--- config.mk ---
export PLATFORM = sky130hd
export DESIGN_NAME = stable_priority_queue
export DESIGN_NICKNAME = d
export VERILOG_FILES = /design/src/rtl/spq_pkg.sv /design/src/rtl/stable_priority_queue.sv /design/src/rtl/spq_cell.sv
export SDC_FILE = /design/constraint.sdc
export NUM_CORES = 2
export LEC_CHECK = 0
export BUFFER_PORTS_ARGS = -buffer_cell sky130_fd_sc_hd__buf_4
export CORE_MARGIN = 5
export CORE_UTILIZATION = 40
export CTS_CLUSTER_DIAMETER = 50
export CTS_CLUSTER_SIZE = 12
export DETAILED_ROUTE_END_ITERATION = 8
export SETUP_SLACK_MARGIN = 0.3
export SKIP_LAST_GASP = 1
export SLEW_MARGIN = 20
export SYNTH_ARGS = -nofsm -noshare
export SYNTH_HDL_FRONTEND = slang
export SYNTH_HIERARCHICAL = 1
export SYNTH_SLANG_ARGS = --single-unit
--- constraint.sdc ---
create_clock -name clk -period 6.8 [get_ports clk]
set_input_delay 0.34 -clock clk [delete_from_list [all_inputs] [get_ports clk]]
set_output_delay 0.34 -clock clk [all_outputs]
set_load 0.1 [all_outputs]
--- src/rtl/spq_pkg.sv ---
// ----------------------------------------------------------------------------
// spq_pkg
// Shared types and defaults for the stable priority queue.
// ----------------------------------------------------------------------------
package spq_pkg;

	localparam int unsigned CAPACITY_DEF   = 16;
	localparam int unsigned VALUE_BITS_DEF = 32;
	localparam int unsigned PRIO_BITS_DEF  = 16;

	localparam int unsigned VALUE_PORT_W = 32;
	localparam int unsigned PRIO_PORT_W  = 16;
	localparam int unsigned COUNT_PORT_W = 5;

	typedef enum logic [1:0] {
		CMD_ENQ  = 2'd0,
		CMD_DEQ  = 2'd1,
		CMD_PEEK = 2'd2,
		CMD_CLR  = 2'd3
	} cmd_t;

	typedef enum logic [1:0] {
		ST_OK    = 2'd0,
		ST_EMPTY = 2'd1,
		ST_FULL  = 2'd2
	} status_t;

	// per-cycle chain control, same for every cell
	typedef struct packed {
		logic shift_in;   // insert new entry at its sorted place
		logic shift_out;  // pop head, everything moves one toward head
	} cell_ctrl_t;

endpackage

--- src/rtl/stable_priority_queue.sv ---
// ----------------------------------------------------------------------------
// stable_priority_queue
// Sorted register chain; highest priority at the head, FIFO among equals.
// ----------------------------------------------------------------------------
// Result: the done strobe rises in the cycle after the command is taken.
// Throughput: one command per cycle; every cell compares with the new item
//   in parallel, so busy never rises.
// Reset: arst_n clears the count and the result strobe; slot contents are
//   left as they are. The receiver cannot stall; done lasts one cycle.
module stable_priority_queue #(
	parameter int unsigned CAPACITY   = spq_pkg::CAPACITY_DEF,
	parameter int unsigned VALUE_BITS = spq_pkg::VALUE_BITS_DEF,
	parameter int unsigned PRIO_BITS  = spq_pkg::PRIO_BITS_DEF
) (
	input  logic                              clk,
	input  logic                              arst_n,
	input  logic                              start,
	output logic                              busy,
	input  logic [1:0]                        cmd,
	input  logic [spq_pkg::VALUE_PORT_W-1:0]  value,
	input  logic signed [spq_pkg::PRIO_PORT_W-1:0] priority_req,
	output logic                              done,
	output logic [spq_pkg::VALUE_PORT_W-1:0]  out_value,
	output logic                              out_valid,
	output logic [1:0]                        status,
	output logic [spq_pkg::COUNT_PORT_W-1:0]  entry_count,
	output logic                              is_empty
);
	import spq_pkg::*;

	localparam int unsigned CNT_W = $clog2(CAPACITY + 1);

	cmd_t                         cmd_c;
	logic                         accept;
	logic                         full;
	logic                         empty;
	logic [CNT_W-1:0]             count_q;
	logic [CNT_W-1:0]             count_nxt;
	cell_ctrl_t                   ctrl;
	logic [VALUE_BITS-1:0]        new_value;
	logic signed [PRIO_BITS-1:0]  new_prio;

	logic [CAPACITY-1:0]          occ;
	logic [CAPACITY-1:0]          keep;
	logic [VALUE_BITS-1:0]        cell_value [CAPACITY];
	logic signed [PRIO_BITS-1:0]  cell_prio  [CAPACITY];

	logic [VALUE_PORT_W-1:0]      res_value;
	logic                         res_valid;
	status_t                      res_status;

	logic                         done_q;
	logic [VALUE_PORT_W-1:0]      out_value_q;
	logic                         out_valid_q;
	status_t                      status_q;

	assign busy      = 1'b0;
	assign accept    = start && !busy;
	assign cmd_c     = cmd_t'(cmd);
	assign full      = (count_q == CNT_W'(CAPACITY));
	assign empty     = (count_q == '0);
	assign new_value = VALUE_BITS'(value);
	assign new_prio  = PRIO_BITS'(priority_req);

	assign ctrl.shift_in  = accept && (cmd_c == CMD_ENQ) && !full;
	assign ctrl.shift_out = accept && (cmd_c == CMD_DEQ) && !empty;

	for (genvar i = 0; i < CAPACITY; i++) begin : g_cell
		assign occ[i] = (CNT_W'(i) < count_q);

		spq_cell #(
			.VALUE_BITS (VALUE_BITS),
			.PRIO_BITS  (PRIO_BITS)
		) u_cell (
			.clk         (clk),
			.ctrl        (ctrl),
			.occ         (occ[i]),
			.new_value   (new_value),
			.new_prio    (new_prio),
			.left_keep   ((i == 0) ? 1'b1 : keep[(i == 0) ? 0 : i-1]),
			.left_value  (cell_value[(i == 0) ? 0 : i-1]),
			.left_prio   (cell_prio[(i == 0) ? 0 : i-1]),
			.right_value ((i == CAPACITY-1) ? '0 : cell_value[(i == CAPACITY-1) ? i : i+1]),
			.right_prio  ((i == CAPACITY-1) ? '0 : cell_prio[(i == CAPACITY-1) ? i : i+1]),
			.keep        (keep[i]),
			.value_q     (cell_value[i]),
			.prio_q      (cell_prio[i])
		);
	end

	always_comb begin
		count_nxt = count_q;
		if (accept) begin
			unique case (cmd_c)
				CMD_ENQ:  if (!full)  count_nxt = count_q + 1'b1;
				CMD_DEQ:  if (!empty) count_nxt = count_q - 1'b1;
				CMD_PEEK: count_nxt = count_q;
				CMD_CLR:  count_nxt = '0;
				default:  count_nxt = count_q;
			endcase
		end
	end

	always_comb begin
		res_value  = '0;
		res_valid  = 1'b0;
		res_status = ST_OK;
		unique case (cmd_c)
			CMD_ENQ: begin
				if (full) res_status = ST_FULL;
			end
			CMD_DEQ, CMD_PEEK: begin
				if (empty) begin
					res_status = ST_EMPTY;
				end else begin
					res_value = VALUE_PORT_W'(cell_value[0]);
					res_valid = 1'b1;
				end
			end
			CMD_CLR: res_status = ST_OK;
			default: res_status = ST_OK;
		endcase
	end

	always_ff @(posedge clk or negedge arst_n) begin
		if (!arst_n) begin
			count_q <= '0;
			done_q  <= 1'b0;
		end else begin
			count_q <= count_nxt;
			done_q  <= accept;
		end
	end

	always_ff @(posedge clk) begin
		if (accept) begin
			out_value_q <= res_value;
			out_valid_q <= res_valid;
			status_q    <= res_status;
		end
	end

	assign done        = done_q;
	assign out_value   = out_value_q;
	assign out_valid   = out_valid_q;
	assign status      = status_q;
	assign entry_count = COUNT_PORT_W'(count_q);
	assign is_empty    = empty;

	a_done_follows: assert property (@(posedge clk) disable iff (!arst_n)
		accept |=> done)
		else $error("command taken without a result");

	a_count_bound: assert property (@(posedge clk) disable iff (!arst_n)
		count_q <= CNT_W'(CAPACITY))
		else $error("count beyond capacity");

	a_clear_empties: assert property (@(posedge clk) disable iff (!arst_n)
		(accept && cmd_c == CMD_CLR) |=> (is_empty && count_q == '0))
		else $error("clear left entries");

	a_valid_ok: assert property (@(posedge clk) disable iff (!arst_n)
		(done && out_valid) |-> (status_q == ST_OK && $past(!empty)))
		else $error("valid result from empty queue");

	a_full_drop: assert property (@(posedge clk) disable iff (!arst_n)
		(accept && cmd_c == CMD_ENQ && full) |=> $stable(count_q))
		else $error("enqueue when full changed count");

endmodule

--- src/rtl/spq_cell.sv ---
// ----------------------------------------------------------------------------
// spq_cell
// One slot of the sorted chain: holds an entry, decides locally whether to
// keep it, take the new item, take the left neighbor's or the right's.
// ----------------------------------------------------------------------------
module spq_cell #(
	parameter int unsigned VALUE_BITS = spq_pkg::VALUE_BITS_DEF,
	parameter int unsigned PRIO_BITS  = spq_pkg::PRIO_BITS_DEF
) (
	input  logic                         clk,
	input  spq_pkg::cell_ctrl_t          ctrl,
	input  logic                         occ,
	input  logic [VALUE_BITS-1:0]        new_value,
	input  logic signed [PRIO_BITS-1:0]  new_prio,
	input  logic                         left_keep,
	input  logic [VALUE_BITS-1:0]        left_value,
	input  logic signed [PRIO_BITS-1:0]  left_prio,
	input  logic [VALUE_BITS-1:0]        right_value,
	input  logic signed [PRIO_BITS-1:0]  right_prio,
	output logic                         keep,
	output logic [VALUE_BITS-1:0]        value_q,
	output logic signed [PRIO_BITS-1:0]  prio_q
);
	import spq_pkg::*;

	// entry stays ahead of new item when its priority is >= the new one
	assign keep = occ && (prio_q >= new_prio);

	always_ff @(posedge clk) begin
		if (ctrl.shift_in) begin
			if (!keep) begin
				if (left_keep) begin
					value_q <= new_value;
					prio_q  <= new_prio;
				end else begin
					value_q <= left_value;
					prio_q  <= left_prio;
				end
			end
		end else if (ctrl.shift_out) begin
			value_q <= right_value;
			prio_q  <= right_prio;
		end
	end

endmodule
==> impl_metrics.json <==
{
  "cp_num_cells": 8,
  "min_path_type": "in2reg",
  "drv_cap": 0,
  "outcome": "finished, final reports clean",
  "hold_viol": 0,
  "cp-start-kind": "flop",
  "grt_overflow": 0,
  "finalWirelength_um": 118000,
  "fin_util_pct": 45.1,
  "crit_path_top_delay_cell": "nor2_4",
  "finalWorstSetupSlack_ps": 2440,
  "gp_congestion": 0.804,
  "die_area_um2": 128000,
  "clk_latency_ps": 680,
  "finalCritPeriodShare_pct": 64.2,
  "clockBufferDepth": 3,
  "p_clk_share_pct": 31.3,
  "dieWidth_um": 358,
  "initial_utilization_pct": 40.4,
  "synthCells": 4578,
  "detail-route-antenna-nets": 0,
  "grt_pass1_vias": 32168,
  "p_comb_share_pct": 28.4,
  "htree_levels": 3,
  "place_ws_ps": 2470,
  "slew_viol_final": 0,
  "cp_data_required_time_ps": 7100,
  "grt_max_degree": 252,
  "drc": 0,
  "postCtsSetupBuffers": 0,
  "vias": 33245,
  "hold_depth": 1,
  "tightest_slew_ps": 1060,
  "power_frac_seq_pct": 40.3,
  "worst-setup-path-type": "reg2reg",
  "layout.nets": 4900,
  "cp_max_fo": 161,
  "path_delay_family": "buffers and inverters",
  "mostFrequentLayoutCell": "a21oi_1",
  "swShare_pct": 32.9,
  "crit_buf_inv": 3,
  "tritoncts": "done",
  "drtIter0Drc": 2603,
  "rr_worst_depth": 8,
  "wl_per_cell_um": 18.8,
  "p_int_mw": 11.1,
  "cts_buffers": 98,
  "power_switching_mw": 5.46,
  "antenna_found_initial": 6,
  "synth_warnings": 6,
  "clk_pin_slew_worst_paths_ps": 60,
  "grtUsageTotal_pct": 18.0,
  "drt-pass1-iter-count": 5,
  "path_cells": "inv_1 -> ha_1 -> and4bb_2 -> nor2_4 -> buf_12 -> nand2_1 -> o311ai_4 -> buf_4",
  "arrival_ps": 4670,
  "powerDensity_nw_per_um2": 307,
  "hpwl_um": 81600,
  "core.rowCount": 127,
  "skew_ps": 34.8,
  "grt_pass1_wl_um": 187000,
  "rsz0062_at_grt": "no",
  "ir_worst_vdd_mv": 0.205,
  "synth_area_per_cell_um2": 10.6,
  "die_y_um": 358,
  "period_needed_ps": 4360,
  "fin_setup_tns_ps": 0,
  "power_leakage_nw": 21.9,
  "clockRootBuffer": "clkbuf_16",
  "core_area_um2": 120000,
  "numClockSinks": 809,
  "port_buffers": 94,
  "end_kind": "flop",
  "timing.fmax_ghz": 0.229,
  "via_per_inst": 5.30,
  "setup_violations": 0,
  "slew_headroom_pct": 29.2,
  "slowest_delay_ps": 750,
  "num_io_pins": 96,
  "final_cell_mix": "899 x a21oi_1, 811 x nor2_1, 803 x edfxtp_1, 769 x mux2i_1, 278 x inv_1",
  "syn_area_um2": 48500,
  "syn2layout_area_growth_pct": 11.7,
  "drive_gt1_share_pct": 8.61
}
-- per-stage QoR --
stage / cell area, um2 / std cells / total power [mW] / hold WS, ps
after floorplan: 48700 / 4626 / 10.3 / 44.4
after global placement: 50900 / 6093 / 11.4 / 153
after detailed placement: 50900 / 6093 / 11.5 / 155
after CTS: 54100 / 6267 / 16.8 / 37.7
after global routing: 54100 / 6267 / 17.4 / 63.0
final: 54100 / 6271 / 16.6 / 54.5
-- cell type report --
class	instances	area [um2]
clock inverter	61	648
multi-input combinational	3250	22500
antenna	4	10.0
fill	11361	66000
inverter	283	1060
timing repair buffer	141	1130
clock buffer	111	2540
tap	1612	2020
sequential	809	24300
-- path summary, 6_finish.rpt --
check / slack, ps / to / start
worst max-delay path: 2440 / g_cell[1].u_cell/value_q[18] / entry_count[0]
worst min-delay path: 50 / done / start
worst max register to register: 2440 / g_cell[1].u_cell/value_q[18] / entry_count[0]
worst min register to register: 560 / g_cell[14].u_cell/value_q[26] / g_cell[15].u_cell/value_q[26]
max in group asynchronous: 5900 / done / arst_n
min in group asynchronous: 670 / entry_count[0] / arst_n
-- flip-flops by register name, indices dropped and copies added (netlist names) --
register	flops
g_cell.u_cell/prio_q	256
status	2
g_cell.u_cell/value_q	512
out_value	32
entry_count	5
out_valid	1
done	1
-- power groups by stage --
stage / clock, mW / combinational (mW) / sequential (mW)
finish: 5.19 / 4.71 / 6.70
global route: 5.54 / 5.13 / 6.76
CTS: 5.33 / 4.73 / 6.70
detailed placement: 0 / 4.75 / 6.78
global placement: 0 / 4.65 / 6.79
floorplan: 0 / 3.49 / 6.84
-- repair_timing --
item                                   in CTS  in global routing
endpoints found under the hold margin       6                  0
gates resized for setup                     0                  0
hold buffers                                2                  0
-- layer usage --
metal  global-route usage (%)  vias to the layer above  routed length [um]
li1                         -                    16699                   -
met1                     27.3                    15680               59500
met2                     26.9                      718               50300
met3                     2.61                      146                6100
met4                     4.70                        2                2320
met5                        0                        -                  13
No activity file was read; power rests on OpenSTA's default activity.
